--- src/llcg_pkg.sv ---
// ----------------------------------------------------------------------------
// llcg_pkg: shared types and constants of the log level command gate
// Holds the result codes, the operation passed from the parser to the gate
// and the character decode helpers.
// ----------------------------------------------------------------------------
`default_nettype none

package llcg_pkg;

  localparam int unsigned LEVEL_W = 4;
  localparam int unsigned OUT_COUNT_W = 32;

  localparam logic [LEVEL_W-1:0] START_RESET = 4'd6;

  // result kind
  localparam logic KIND_CMD = 1'b0;
  localparam logic KIND_LOG = 1'b1;

  // command status
  localparam logic [1:0] STATUS_IGNORED = 2'd0;
  localparam logic [1:0] STATUS_APPLIED = 2'd1;
  localparam logic [1:0] STATUS_MALFORMED = 2'd2;

  // characters of the command syntax
  localparam logic [7:0] CH_L = 8'h4c;
  localparam logic [7:0] CH_C = 8'h43;
  localparam logic [7:0] CH_SPACE = 8'h20;
  localparam logic [7:0] CH_NUL = 8'h00;

  // one operation from the parser to the gate
  typedef struct packed {
    logic                kind;
    logic [1:0]          status;
    logic                apply_l;
    logic                apply_c;
    logic [LEVEL_W-1:0]  value;   // new level for a command, severity for a log beat
  } llcg_op_t;

  // decode one hex character: bit 4 set when the character is a hex digit
  function automatic logic [4:0] hex_decode(input logic [7:0] c);
    logic [4:0] res;
    res = 5'd0;
    if (c >= 8'h30 && c <= 8'h39) begin
      res = {1'b1, c[3:0]};
    end else if ((c >= 8'h61 && c <= 8'h66) || (c >= 8'h41 && c <= 8'h46)) begin
      res = {1'b1, c[3:0] + 4'd9};
    end
    return res;
  endfunction

  function automatic logic is_digit(input logic [7:0] c);
    return (c >= 8'h30 && c <= 8'h39);
  endfunction

endpackage

`default_nettype wire

--- src/llcg_front.sv ---
// ----------------------------------------------------------------------------
// llcg_front: command parser and classifier
// Walks command strings one byte per beat and turns each log request or
// terminated command into one operation for the gate.
// ----------------------------------------------------------------------------
`default_nettype none

module llcg_front #(
  parameter int unsigned COUNT_BITS = 32
) (
  input  wire logic                    clk,
  input  wire logic                    rst_n,
  input  wire logic                    accept,
  input  wire logic                    mode,
  input  wire logic [7:0]              data_byte,
  input  wire logic                    last,
  input  wire logic [3:0]              severity,
  output      logic                    op_push,
  output      llcg_pkg::llcg_op_t      op,
  output      logic [COUNT_BITS-1:0]   op_count
);

  localparam logic [3:0] PH_EXPECT   = 4'd0;
  localparam logic [3:0] PH_L_SP     = 4'd1;
  localparam logic [3:0] PH_L_HEX    = 4'd2;
  localparam logic [3:0] PH_C_SP     = 4'd3;
  localparam logic [3:0] PH_C_HEX    = 4'd4;
  localparam logic [3:0] PH_C_SP2    = 4'd5;
  localparam logic [3:0] PH_C_DIG0   = 4'd6;
  localparam logic [3:0] PH_C_DIGS   = 4'd7;
  localparam logic [3:0] PH_DONE_IGN = 4'd8;
  localparam logic [3:0] PH_DONE_BAD = 4'd9;
  localparam logic [3:0] PH_DONE_L   = 4'd10;
  localparam logic [3:0] PH_DONE_C   = 4'd11;

  logic [3:0]            phase_r, phase_nxt;
  logic [3:0]            lvl_r, lvl_nxt;
  logic [COUNT_BITS-1:0] cnt_r, cnt_nxt;

  logic [3:0]            ph1;
  logic [3:0]            lvl1;
  logic [COUNT_BITS-1:0] cnt1;
  logic [3:0]            ph_end;
  logic [4:0]            hex;
  logic [COUNT_BITS-1:0] digit;

  assign hex   = llcg_pkg::hex_decode(data_byte);
  assign digit = {{(COUNT_BITS-4){1'b0}}, data_byte[3:0]};

  // advance the parser by one character
  always_comb begin
    ph1  = phase_r;
    lvl1 = lvl_r;
    cnt1 = cnt_r;
    unique case (phase_r)
      PH_L_SP: begin
        ph1 = (data_byte == llcg_pkg::CH_SPACE) ? PH_L_HEX : PH_DONE_BAD;
      end
      PH_L_HEX: begin
        if (hex[4]) begin
          lvl1 = hex[3:0];
          ph1  = PH_DONE_L;
        end else begin
          ph1 = PH_DONE_BAD;
        end
      end
      PH_C_SP: begin
        ph1 = (data_byte == llcg_pkg::CH_SPACE) ? PH_C_HEX : PH_DONE_BAD;
      end
      PH_C_HEX: begin
        if (hex[4]) begin
          lvl1 = hex[3:0];
          ph1  = PH_C_SP2;
        end else begin
          ph1 = PH_DONE_BAD;
        end
      end
      PH_C_SP2: begin
        ph1 = (data_byte == llcg_pkg::CH_SPACE) ? PH_C_DIG0 : PH_DONE_BAD;
      end
      PH_C_DIG0: begin
        if (llcg_pkg::is_digit(data_byte)) begin
          cnt1 = digit;
          ph1  = PH_C_DIGS;
        end else begin
          ph1 = PH_DONE_BAD;
        end
      end
      PH_C_DIGS: begin
        if (llcg_pkg::is_digit(data_byte)) begin
          cnt1 = (cnt_r << 3) + (cnt_r << 1) + digit;
        end else begin
          ph1 = (data_byte == llcg_pkg::CH_NUL) ? PH_DONE_C : PH_DONE_BAD;
        end
      end
      PH_DONE_IGN, PH_DONE_BAD, PH_DONE_L, PH_DONE_C: begin
        ph1 = phase_r;
      end
      default: begin
        // expect command letter
        if (data_byte == llcg_pkg::CH_L) begin
          ph1 = PH_L_SP;
        end else if (data_byte == llcg_pkg::CH_C) begin
          ph1 = PH_C_SP;
        end else begin
          ph1 = PH_DONE_IGN;
        end
      end
    endcase
  end

  // close the string as if a zero byte followed
  always_comb begin
    unique case (ph1)
      PH_DONE_IGN, PH_DONE_BAD, PH_DONE_L, PH_DONE_C: ph_end = ph1;
      PH_C_DIGS:                                      ph_end = PH_DONE_C;
      PH_EXPECT:                                      ph_end = PH_DONE_IGN;
      default:                                        ph_end = PH_DONE_BAD;
    endcase
  end

  // classify the beat into an operation
  always_comb begin
    op         = '0;
    op_count   = cnt1;
    op_push    = accept && (mode || last);
    if (mode) begin
      op.kind  = llcg_pkg::KIND_LOG;
      op.value = severity;
    end else begin
      op.kind  = llcg_pkg::KIND_CMD;
      op.value = lvl1;
      unique case (ph_end)
        PH_DONE_L: begin
          op.status  = llcg_pkg::STATUS_APPLIED;
          op.apply_l = 1'b1;
        end
        PH_DONE_C: begin
          op.status  = llcg_pkg::STATUS_APPLIED;
          op.apply_c = 1'b1;
        end
        PH_DONE_BAD: op.status = llcg_pkg::STATUS_MALFORMED;
        default:     op.status = llcg_pkg::STATUS_IGNORED;
      endcase
    end
  end

  // hold parse state between command beats, restart after the last one
  always_comb begin
    phase_nxt = phase_r;
    lvl_nxt   = lvl_r;
    cnt_nxt   = cnt_r;
    if (accept && !mode) begin
      if (last) begin
        phase_nxt = PH_EXPECT;
        lvl_nxt   = '0;
        cnt_nxt   = '0;
      end else begin
        phase_nxt = ph1;
        lvl_nxt   = lvl1;
        cnt_nxt   = cnt1;
      end
    end
  end

  always_ff @(posedge clk) begin
    if (!rst_n) begin
      phase_r <= PH_EXPECT;
      lvl_r   <= '0;
      cnt_r   <= '0;
    end else begin
      phase_r <= phase_nxt;
      lvl_r   <= lvl_nxt;
      cnt_r   <= cnt_nxt;
    end
  end

endmodule

`default_nettype wire

--- src/llcg_queue.sv ---
// ----------------------------------------------------------------------------
// llcg_queue: two-entry operation queue
// Decouples the parser from the gate so each side can stall on its own.
// ----------------------------------------------------------------------------
`default_nettype none

module llcg_queue #(
  parameter int unsigned WIDTH = 8
) (
  input  wire logic             clk,
  input  wire logic             rst_n,
  input  wire logic             push,
  input  wire logic [WIDTH-1:0] push_data,
  input  wire logic             pop,
  output      logic             full,
  output      logic             not_empty,
  output      logic [WIDTH-1:0] head
);

  logic [WIDTH-1:0] mem_r [2];
  logic             wr_ptr_r, wr_ptr_nxt;
  logic             rd_ptr_r, rd_ptr_nxt;
  logic [1:0]       fill_r, fill_nxt;

  assign full      = (fill_r == 2'd2);
  assign not_empty = (fill_r != 2'd0);
  assign head      = mem_r[rd_ptr_r];

  // advance pointers and fill level
  always_comb begin
    wr_ptr_nxt = push ? ~wr_ptr_r : wr_ptr_r;
    rd_ptr_nxt = pop ? ~rd_ptr_r : rd_ptr_r;
    fill_nxt   = fill_r + {1'b0, push} - {1'b0, pop};
  end

  always_ff @(posedge clk) begin
    if (!rst_n) begin
      wr_ptr_r <= 1'b0;
      rd_ptr_r <= 1'b0;
      fill_r   <= 2'd0;
    end else begin
      wr_ptr_r <= wr_ptr_nxt;
      rd_ptr_r <= rd_ptr_nxt;
      fill_r   <= fill_nxt;
    end
  end

  // store entries
  always_ff @(posedge clk) begin
    if (push) begin
      mem_r[wr_ptr_r] <= push_data;
    end
  end

endmodule

`default_nettype wire

--- src/llcg_back.sv ---
// ----------------------------------------------------------------------------
// llcg_back: severity gate and level store
// Executes queued operations against the levels and the message count and
// holds the result in an output register.
// ----------------------------------------------------------------------------
`default_nettype none

module llcg_back #(
  parameter int unsigned COUNT_BITS = 32
) (
  input  wire logic                   clk,
  input  wire logic                   rst_n,
  input  wire logic                   cfg_wr_en,
  input  wire logic [3:0]             cfg_wr_data,
  input  wire logic                   op_valid,
  input  wire llcg_pkg::llcg_op_t     op,
  input  wire logic [COUNT_BITS-1:0]  op_count,
  output      logic                   op_pop,
  output      logic                   out_valid,
  input  wire logic                   out_stall,
  output      logic                   out_kind,
  output      logic [1:0]             out_status,
  output      logic                   out_publish,
  output      logic [3:0]             out_topic_index,
  output      logic [3:0]             out_effective_level,
  output      logic [llcg_pkg::OUT_COUNT_W-1:0] out_remaining_count
);

  logic [3:0]            base_r, base_nxt;
  logic [3:0]            counted_r, counted_nxt;
  logic [COUNT_BITS-1:0] count_r, count_nxt;

  logic                  valid_r, valid_nxt;
  logic                  kind_r;
  logic [1:0]            status_r;
  logic                  publish_r;
  logic [3:0]            topic_r;
  logic [3:0]            eff_r;
  logic [llcg_pkg::OUT_COUNT_W-1:0] rem_r;

  logic                  slot_free;
  logic [3:0]            active;
  logic                  pass;

  assign slot_free = !valid_r || !out_stall;
  assign op_pop    = op_valid && slot_free;
  assign active    = (count_r != '0) ? counted_r : base_r;
  assign pass      = (op.value <= active);

  // apply the operation or a register write to the level store
  always_comb begin
    base_nxt    = base_r;
    counted_nxt = counted_r;
    count_nxt   = count_r;
    if (op_pop) begin
      if (op.kind == llcg_pkg::KIND_LOG) begin
        if (pass && count_r != '0) begin
          count_nxt = count_r - COUNT_BITS'(1);
        end
      end else begin
        if (op.apply_l) begin
          base_nxt = op.value;
        end
        if (op.apply_c) begin
          counted_nxt = op.value;
          count_nxt   = op_count;
        end
      end
    end
    if (cfg_wr_en) begin
      base_nxt    = cfg_wr_data;
      counted_nxt = cfg_wr_data;
      count_nxt   = '0;
    end
  end

  always_comb begin
    valid_nxt = valid_r;
    if (slot_free) begin
      valid_nxt = op_valid;
    end
  end

  always_ff @(posedge clk) begin
    if (!rst_n) begin
      base_r    <= llcg_pkg::START_RESET;
      counted_r <= llcg_pkg::START_RESET;
      count_r   <= '0;
      valid_r   <= 1'b0;
    end else begin
      base_r    <= base_nxt;
      counted_r <= counted_nxt;
      count_r   <= count_nxt;
      valid_r   <= valid_nxt;
    end
  end

  // load the result beat
  always_ff @(posedge clk) begin
    if (op_pop) begin
      kind_r    <= op.kind;
      status_r  <= (op.kind == llcg_pkg::KIND_LOG) ? llcg_pkg::STATUS_IGNORED : op.status;
      publish_r <= (op.kind == llcg_pkg::KIND_LOG) && pass;
      topic_r   <= (op.kind == llcg_pkg::KIND_LOG) ? op.value : 4'd0;
      eff_r     <= (count_nxt != '0) ? counted_nxt : base_nxt;
      rem_r     <= llcg_pkg::OUT_COUNT_W'(count_nxt);
    end
  end

  assign out_valid           = valid_r;
  assign out_kind            = kind_r;
  assign out_status          = status_r;
  assign out_publish         = publish_r;
  assign out_topic_index     = topic_r;
  assign out_effective_level = eff_r;
  assign out_remaining_count = rem_r;

endmodule

`default_nettype wire

--- src/log_level_command_gate.sv ---
// ----------------------------------------------------------------------------
// log_level_command_gate: severity gate with a byte-serial command parser
// Input beats carry either one command character (in_mode 0) or one log
// request (in_mode 1). Commands "L <hex>" and "C <hex> <decimal>" end at a
// zero byte or at the beat marked in_last; the in_last beat yields a status result.
// Each log request yields a decision result with the level in force after it.
// cfg_wr_en/cfg_wr_data load both levels and clear the message count; write
// only while no beat is in flight.
// Throughput: one beat per cycle on each channel while no stall holds it; the
// parser decodes a beat in the cycle it is offered and the gate executes one
// operation per cycle. A beat that yields a result is written into the queue
// when it is accepted; the gate pops it and loads its result into the output
// register, which drives out_valid.
// Reset: levels at 6, count zero, parser waiting for a command letter, queue
// and output register empty.
// Stall: out_stall holds the output beat; the queue fills and in_stall rises
// once it holds two operations. No beat is lost or repeated.
// ----------------------------------------------------------------------------
`default_nettype none

module log_level_command_gate #(
  parameter int unsigned COUNT_BITS = 32
) (
  input  wire logic        clk,
  input  wire logic        rst_n,
  input  wire logic        cfg_wr_en,
  input  wire logic [3:0]  cfg_wr_data,
  input  wire logic        in_valid,
  output      logic        in_stall,
  input  wire logic        in_mode,
  input  wire logic [7:0]  in_data_byte,
  input  wire logic        in_last,
  input  wire logic [3:0]  in_severity,
  output      logic        out_valid,
  input  wire logic        out_stall,
  output      logic        out_kind,
  output      logic [1:0]  out_status,
  output      logic        out_publish,
  output      logic [3:0]  out_topic_index,
  output      logic [3:0]  out_effective_level,
  output      logic [llcg_pkg::OUT_COUNT_W-1:0] out_remaining_count
);

  localparam int unsigned Q_W = $bits(llcg_pkg::llcg_op_t) + COUNT_BITS;

  logic                  accept;
  logic                  push;
  llcg_pkg::llcg_op_t    f_op;
  logic [COUNT_BITS-1:0] f_count;
  logic                  q_full;
  logic                  q_not_empty;
  logic [Q_W-1:0]        q_head;
  logic                  pop;
  llcg_pkg::llcg_op_t    b_op;
  logic [COUNT_BITS-1:0] b_count;

  assign in_stall = q_full;
  assign accept   = in_valid && !in_stall;

  llcg_front #(.COUNT_BITS(COUNT_BITS)) u_front (
    .clk       (clk),
    .rst_n     (rst_n),
    .accept    (accept),
    .mode      (in_mode),
    .data_byte (in_data_byte),
    .last      (in_last),
    .severity  (in_severity),
    .op_push   (push),
    .op        (f_op),
    .op_count  (f_count)
  );

  llcg_queue #(.WIDTH(Q_W)) u_queue (
    .clk       (clk),
    .rst_n     (rst_n),
    .push      (push),
    .push_data ({f_op, f_count}),
    .pop       (pop),
    .full      (q_full),
    .not_empty (q_not_empty),
    .head      (q_head)
  );

  assign b_op    = q_head[Q_W-1 -: $bits(llcg_pkg::llcg_op_t)];
  assign b_count = q_head[COUNT_BITS-1:0];

  llcg_back #(.COUNT_BITS(COUNT_BITS)) u_back (
    .clk                 (clk),
    .rst_n               (rst_n),
    .cfg_wr_en           (cfg_wr_en),
    .cfg_wr_data         (cfg_wr_data),
    .op_valid            (q_not_empty),
    .op                  (b_op),
    .op_count            (b_count),
    .op_pop              (pop),
    .out_valid           (out_valid),
    .out_stall           (out_stall),
    .out_kind            (out_kind),
    .out_status          (out_status),
    .out_publish         (out_publish),
    .out_topic_index     (out_topic_index),
    .out_effective_level (out_effective_level),
    .out_remaining_count (out_remaining_count)
  );

endmodule

`default_nettype wire
--- config.mk ---
export PLATFORM = sky130hd
export DESIGN_NAME = log_level_command_gate
export DESIGN_NICKNAME = d
export VERILOG_FILES = /design/src/llcg_pkg.sv /design/src/llcg_front.sv /design/src/llcg_queue.sv /design/src/llcg_back.sv /design/src/log_level_command_gate.sv
export SDC_FILE = /design/constraint.sdc
export NUM_CORES = 1
export LEC_CHECK = 0
export BUFFER_PORTS_ARGS = -buffer_cell sky130_fd_sc_hd__buf_2
export CAP_MARGIN = 20
export CORE_MARGIN = 5
export CORE_UTILIZATION = 39
export CTS_CLUSTER_SIZE = 30
export DETAILED_ROUTE_END_ITERATION = 10
export GPL_TIMING_DRIVEN = 0
export PLACE_DENSITY = 0.66
export SLEW_MARGIN = 20
export SYNTH_ARGS = -nofsm -noshare
export SYNTH_HDL_FRONTEND = slang
export SYNTH_SLANG_ARGS = --single-unit
--- constraint.sdc ---
create_clock -name clk -period 5.4 [get_ports clk]
set_input_delay 0.54 -clock clk [delete_from_list [all_inputs] [get_ports clk]]
set_output_delay 0.54 -clock clk [all_outputs]
set_load 0.02 [all_outputs]
# Word-level counts from Yosys, hierarchy flattened

Memory sizes are Yosys's and may differ from the RTL's. A register that Yosys moved wholly into a read port is not among the register bits.
Cells that the tools add are included.

Register bits: 129
Bits in read-only memories: 0
Memories kept: 1
Logic and storage cells: 127
Bits in latches: 0
Output and inout port bits: 46
Bits of input ports: 23
RAM bits: 82

Magnitude comparators: 7
Eq/ne operators: 23
Divide/modulo/power cells: 0
Reduce and logical (&&, ||, !) cells: 25
Multiplexer cells: 47
Shifts and indexed selects: 0
Bitwise operators: 2
Multiply operators: 0
Add/subtract/negate cells: 6

Memory list:

| name          | depth | width | read ports | clocked after Yosys merged registers in | wr ports | RTL line         | RTL |
|---|---|---|---|---|---|---|---|
| u_queue.mem_r | 2     | 41    | 1          | 1                                       | 1        | llcg_queue.sv:20 | `logic [WIDTH-1:0] mem_r [2];` |

Operators with widths:

| kind                                                | number |
|---|---|
| 2-to-1 mux 32 bit                                   | 8 |
| 2-to-1 mux 4 bit                                    | 24 |
| case mux 32 bit (2 select lines)                    | 1 |
| nonzero test 32 bit                                 | 2 |
| equality test 4 bit, second input constant          | 11 |
| adder 32 bit                                        | 1 |
| adder 32 x 4 -> 32 bit                              | 1 |
| case mux 4 bit (8 select lines)                     | 1 |
| subtractor 32 x 1 -> 32 bit, second input constant  | 1 |
| equality test 4 x 3 -> 1 bit, second input constant | 5 |
| equality test 8 x 7 -> 1 bit, second input constant | 2 |
| >= comparator 8 x 7 -> 1 bit, second input constant | 2 |
| <= comparator 8 x 7 -> 1 bit, second input constant | 2 |
| case mux 4 bit (3 select lines)                     | 1 |
| 2-to-1 mux 5 bit                                    | 2 |
| logical AND 1 bit                                   | 9 |
| equality test 4 x 2 -> 1 bit, second input constant | 2 |
| equality test 8 x 6 -> 1 bit, second input constant | 1 |
| >= comparator 8 x 6 -> 1 bit, second input constant | 1 |
| <= comparator 8 x 6 -> 1 bit, second input constant | 1 |
| logical NOT 8 bit                                   | 1 |
| OR reduction 4 bit                                  | 2 |
| 2-to-1 mux 1 bit                                    | 7 |
| adder 4 bit, second input constant                  | 1 |
| other kinds (13)                                    | 21 |

# Longest topological paths before layout

Depth after elaboration: 14
Mapped depth: 21
Depth with buffers taken out: 17

# By module

A second synthesis with hierarchy kept.

Cells, all modules: 1,200
Area, all modules: 12,420.7 um2

Modules (own cells, without submodules):

| module                 | area an instance (um2) | cells each | seq. area each (um2) | instances |
|---|---|---|---|---|
| llcg_back              | 4,722.0                | 494        | 2,142.1              | 1 |
| llcg_front             | 4,291.6                | 556        | 800.8                | 1 |
| llcg_queue             | 3,393.3                | 149        | 2,562.5              | 1 |
| log_level_command_gate | 13.8                   | 1          | 0.0                  | 1 |

# Least setup slack after synthesis

OpenSTA, ideal clock, no wires.

Path kind: reg-to-reg
From: reg u_back.count_r[14]
To: reg u_back.eff_r[3] (netlist: u_back.out_effective_level[3]) (data pin)
Required time: 5.265 ns
Period minus slack after synthesis: 5.349 ns
Buffers on the path: 5
Stages on the path, launching flop included: 21
Setup time: 0.135 ns
Path slack: 0.051 ns
Data arrival time: 5.214 ns
Cell sequence: dfxtp_1 -> buf_2 -> or4_4 -> nor4_4 -> nand4b_1 -> buf_6 -> clkbuf_1 -> mux2i_1 -> ha_1 -> nor2b_1 -> o211a_1 -> o21ai_0 -> clkbuf_1 -> clkbuf_1 -> nand4_1 -> a311oi_1 -> o21ai_0 -> nor4_4 -> nand4_2 -> or4_1 -> nand3_1

Longest elaborated chain between the ends: 10
Elaborated cells on any way between the ends: 12
Those cells by class: add/sub (1); order compare (1); mux (7); reduce/logical (3)

Ends and longest elaborated chain:

| what                     | RTL line                         | RTL |
|---|---|---|
| start: declaration       | llcg_back.sv:31                  | `logic [COUNT_BITS-1:0] count_r, count_nxt;` |
| start signal: assignment | llcg_back.sv:93                  | `count_r <= count_nxt;` |
| nonzero test 32 bit      | llcg_back.sv:47, llcg_back.sv:57 |  |
| 2-to-1 mux 4 bit         | llcg_back.sv:47                  | `assign active = (count_r != '0) ? counted_r : base_r;` |
| <= comparator 4 bit      | llcg_back.sv:48                  | `assign pass = (op.value <= active);` |
| logical AND 1 bit        | llcg_back.sv:57                  | `if (pass && count_r != '0) begin` |
| 2-to-1 mux 32 bit        | llcg_back.sv:57                  |  |
| 2-to-1 mux 32 bit        | llcg_back.sv:56                  | `if (op.kind == llcg_pkg::KIND_LOG) begin` |
| 2-to-1 mux 32 bit (*)    | llcg_back.sv:55                  | `if (op_pop) begin` |
| 2-to-1 mux 32 bit (*)    | llcg_back.sv:70                  | `if (cfg_wr_en) begin` |
| nonzero test 32 bit (*)  | llcg_back.sv:105                 | `eff_r <= (count_nxt != '0) ? counted_nxt : base_nxt;` |
| 2-to-1 mux 4 bit (*)     | llcg_back.sv:105                 |  |
| end signal: assignment   | llcg_back.sv:105                 |  |
| end: declaration         | llcg_back.sv:38                  | `logic [3:0] eff_r;` |

Every way passes the cells marked *; elsewhere a longest branch is shown, timed or not.
A chain may end at the register's enable or synchronous reset.

# Worst setup path in the final report

Same ends and word-level chain as after synthesis.

==> impl_metrics.py <==
metrics = {
    "status": {
        "outcome": "finished clean",
    },
    "clock_network": {
        "cts_buffer_depth": 3,
        "cts_tree": "yes",
        "hold_buffers": 0,
        "path_clk_slew_ns": 0.06,
        "cts-buffers-inserted": 20,
        "clk_latency_ns": 0.50,
        "clock_sinks": 212,
        "cts-root-buf": "clkbuf_16",
        "htreeDepth": 1,
    },
    "synthesis": {
        "yosysUniqueCellTypes": 71,
        "synth_area_um2": 11900,
        "ys_seq_elements": 212,
        "synth_top_cell_area_share": 0.319,
        "syn-num-nets": 1296,
        "synthFlopType": "edfxtp_1",
        "synth_top_area_cell": "edfxtp_1",
        "synth_warnings": 0,
        "ys_seq_area_frac": 0.464,
        "synth_area_leaders": "edfxtp_1 32%, dfxtp_1 15%, ha_1 7.4%",
        "synth_edf_count": 126,
        "syn-instance-count": 1201,
        "syn_avg_cell_area_um2": 9.88,
        "synth-async-reset-ratio": 0,
    },
    "timing": {
        "hold_viol": 0,
        "fmax_ghz": 0.189,
        "min_period_ns": 5.28,
        "fin_crit_sh": 0.977,
        "tns_ns": 0,
        "relSlewSlack": 0.274,
        "slew_violations": 0,
        "finalClockSkew_ns": 0.0109,
        "finalSetupViolations": 0,
        "tightest_slew_ns": 1.06,
        "layout_setup_ws_ns": 0.122,
    },
    "routing": {
        "finalWirelength_um": 34500,
        "drtIter0Drc": 964,
        "ant_nets": 0,
        "dr.pass1.iters": 6,
        "wl_per_cell_um": 20.2,
        "via_per_inst": 5.85,
        "post-route-drc-count": 0,
        "num_vias": 10000,
    },
    "global_routing": {
        "grt_max_degree": 37,
        "grt_pass1_vias": 9686,
        "grt_overflow": 0,
        "grt_use_total": 0.199,
        "grt_pass1_wl_um": 53900,
        "antenna_found_initial": 0,
    },
    "pwr": {
        "peakVddDrop_mv": 0.517,
        "p_leak_nw": 5.41,
        "p_per_area_nw_per_um2": 610,
    },
    "worst_setup_path": {
        "cp_data_required_time_ns": 5.77,
        "r2r_start": "u_back.count_r[14]",
        "cp_max_fo": 10,
        "worstSetupEndpointType": "flop",
        "criticalPathCategory": "flop to flop",
        "start_kind": "flop",
        "worstPathArrival_ns": 5.65,
        "worstRegToRegCells": 20,
        "r2r_end": "u_back.out_effective_level[3]",
        "reg2reg_slack_ns": 0.12,
    },
    "finish": {
        "n_antenna_cell": 0,
        "synthToLayoutAreaGrowth_pct": 15.6,
        "drive_gt1_frac": 0.138,
        "final.fill_count": 2823,
        "final_nets": 1404,
    },
    "place": {
        "place_hpwl_um": 25700,
        "globalplace.congestion": 0.978,
        "dp_slack_ns": -2.51,
        "port-buffer-count": 66,
    },
    "die": {
        "rows": 63,
        "io_pins": 69,
        "die_h_um": 184,
        "dieArea_um2": 34000,
        "die_width_um": 184,
        "core-area_um2": 29800,
        "initial_core_util": 0.398,
    },
    "min_path": {
        "hold_path_depth": 3,
        "worst_hold_startpoint": "cfg_wr_data[1]",
        "hold_path_end": "u_back.counted_r[1]",
        "min_path_type": "primary input to flop",
    },
    "flow_run": {
        "maxCapViolCount": 0,
    },
}
## how the worst max path moves through the flow
| stage | endpoint | from |
|---|---|---|
| floorplan | u_back.out_effective_level[3] | u_back.count_r[14] |
| global placement | u_back.out_effective_level[3] | flop |
| detailed placement | u_back.out_effective_level[1] | flop |
| CTS | u_back.out_effective_level[3] | u_back.count_r[14] |
| global route | u_back.out_effective_level[3] | u_back.count_r[14] |
| finish | u_back.out_effective_level[3] | u_back.count_r[14] |
## worst max-delay path: stages (launching register included)
cell and delay, ns:
dfxtp_1 0.30, buf_2 0.17, or4_4 0.59, nor4_4 0.23
nand4b_1 0.20, buf_6 0.22, buf_4 0.20, mux2i_1 0.18
ha_1 0.27, nor2b_1 0.13, o211a_1 0.25, o21ai_4 0.26
buf_12 0.17, buf_6 0.18, a31oi_1 0.12, a311oi_2 0.44
o21ai_2 0.14, nor4_4 0.28, nand4_4 0.18, or4_1 0.53
nand3_1 0.09
## layer usage
metal | GRT usage | share of wire | vias to the layer above
met1 | 0.260 | 0.42 | 4759
met4 | 0.0843 | 0.046 | 0
met2 | 0.335 | 0.46 | 441
met3 | 0.0225 | 0.065 | 95
met5 | 0 | 0 | -
li1 | - | - | 4734
## registers in the layout, summed over array words and instances (netlist names), named ones only
name,cells
u_back.base_r,4
u_back.out_effective_level,4
u_back.out_kind,1
u_back.out_status,2
u_queue.rd_ptr_r,1
u_back.out_remaining_count,32
u_back.out_valid,1
u_front.cnt_r,32
u_front.phase_r,4
u_back.counted_r,4
u_queue.fill_r,2
u_queue.mem_r,82
u_back.out_topic_index,4
u_back.count_r,32
u_front.lvl_r,4
u_queue.wr_ptr_r,1
u_back.out_publish,1
## Yosys cell counts, types with 30 or more instances
master / n
edfxtp_1: 126
nor2_1: 124
nand2_1: 93
dfxtp_1: 86
ha_1: 70
a21oi_1: 69
o21ai_0: 60
clkbuf_1: 49
nor3_1: 37
mux2i_1: 36
and2_1: 35
nand3_1: 34
inv_1: 30
## report_power, final
part	switching, mW	total (mW)	internal, mW
registers	0.137	2.23	2.09
logic	3.05	4.77	1.72
clock network	0.595	1.35	0.758
total	3.79	8.36	4.57
## layout by cell type, fill, tap and decap left out, types with 7 or more instances in the layout
cell type,instances
and3_1,7
mux2i_1,32
buf_2,69
or4_1,7
and2_1,34
clkbuf_16,22
inv_1,30
nor2_1,123
dfxtp_1,86
a22o_1,29
mux2_2,12
a21oi_1,68
a22oi_1,24
or3_1,13
xnor2_1,26
nand4_1,15
o21a_1,7
buf_4,23
a21o_1,16
nand2b_1,9
nor3_1,30
edfxtp_1,126
nor3_2,7
a31oi_1,17
ha_1,70
nand3_1,34
a211oi_1,10
nand2_1,93
o211ai_1,18
xor2_1,10
clkbuf_1,46
o21ai_0,58
nor2b_1,11
nor4_1,12
## what timing repair did
item / CTS / global route
resized for setup: 34 / 18
pin swaps: 9 / 11
gates cloned: 0 / 0
buffers inserted: 9 / 7
endpoints found under the setup margin: 50 / 4
## through the flow
| step | hold slack [ns] | std cells | util | area (um2) | total power [mW] |
|---|---|---|---|---|---|
| 2_1_floorplan | 0.443 | 1201 | - | 11900 | 4.86 |
| 3_3_place_gp | 0.456 | 1657 | 0.426 | 12700 | 6.21 |
| 3_5_place_dp | 0.465 | 1663 | 0.428 | 12800 | 6.22 |
| 4_1_cts | 0.295 | 1706 | 0.456 | 13600 | 7.97 |
| 5_1_grt | 0.315 | 1713 | 0.460 | 13700 | 8.71 |
| 6_report | 0.305 | 1713 | 0.460 | 13700 | 8.36 |
## cell families (layout without fill, tap and decap cells)
kind of cell / count (synthesis) / count (layout) / share of synthesized area
multiplexers: 48 / 48 / 0.0418
AND/OR/NAND/NOR: 431 / 431 / 0.183
buffers and inverters: 92 / 214 / 0.0309
XOR/XNOR: 36 / 36 / 0.0266
flip-flops: 212 / 212 / 0.464
adder cells (fa/ha/maj): 72 / 72 / 0.0772
AO/OA/AOI/OAI: 310 / 310 / 0.176
## cell type report
type | count | area, um2 | area share
clock buffer | 27 | 579 | 0.0423
buffer | 59 | 280 | 0.0204
timing repair buffer | 88 | 520 | 0.0380
clock inverter | 9 | 50.0 | 0.00365
tap | 390 | 488 | 0.0356
inverter | 31 | 116 | 0.00849
sequential | 212 | 5510 | 0.402
multi-input combinational | 897 | 6170 | 0.450
Note: power is estimated with default switching activity, not from simulation.
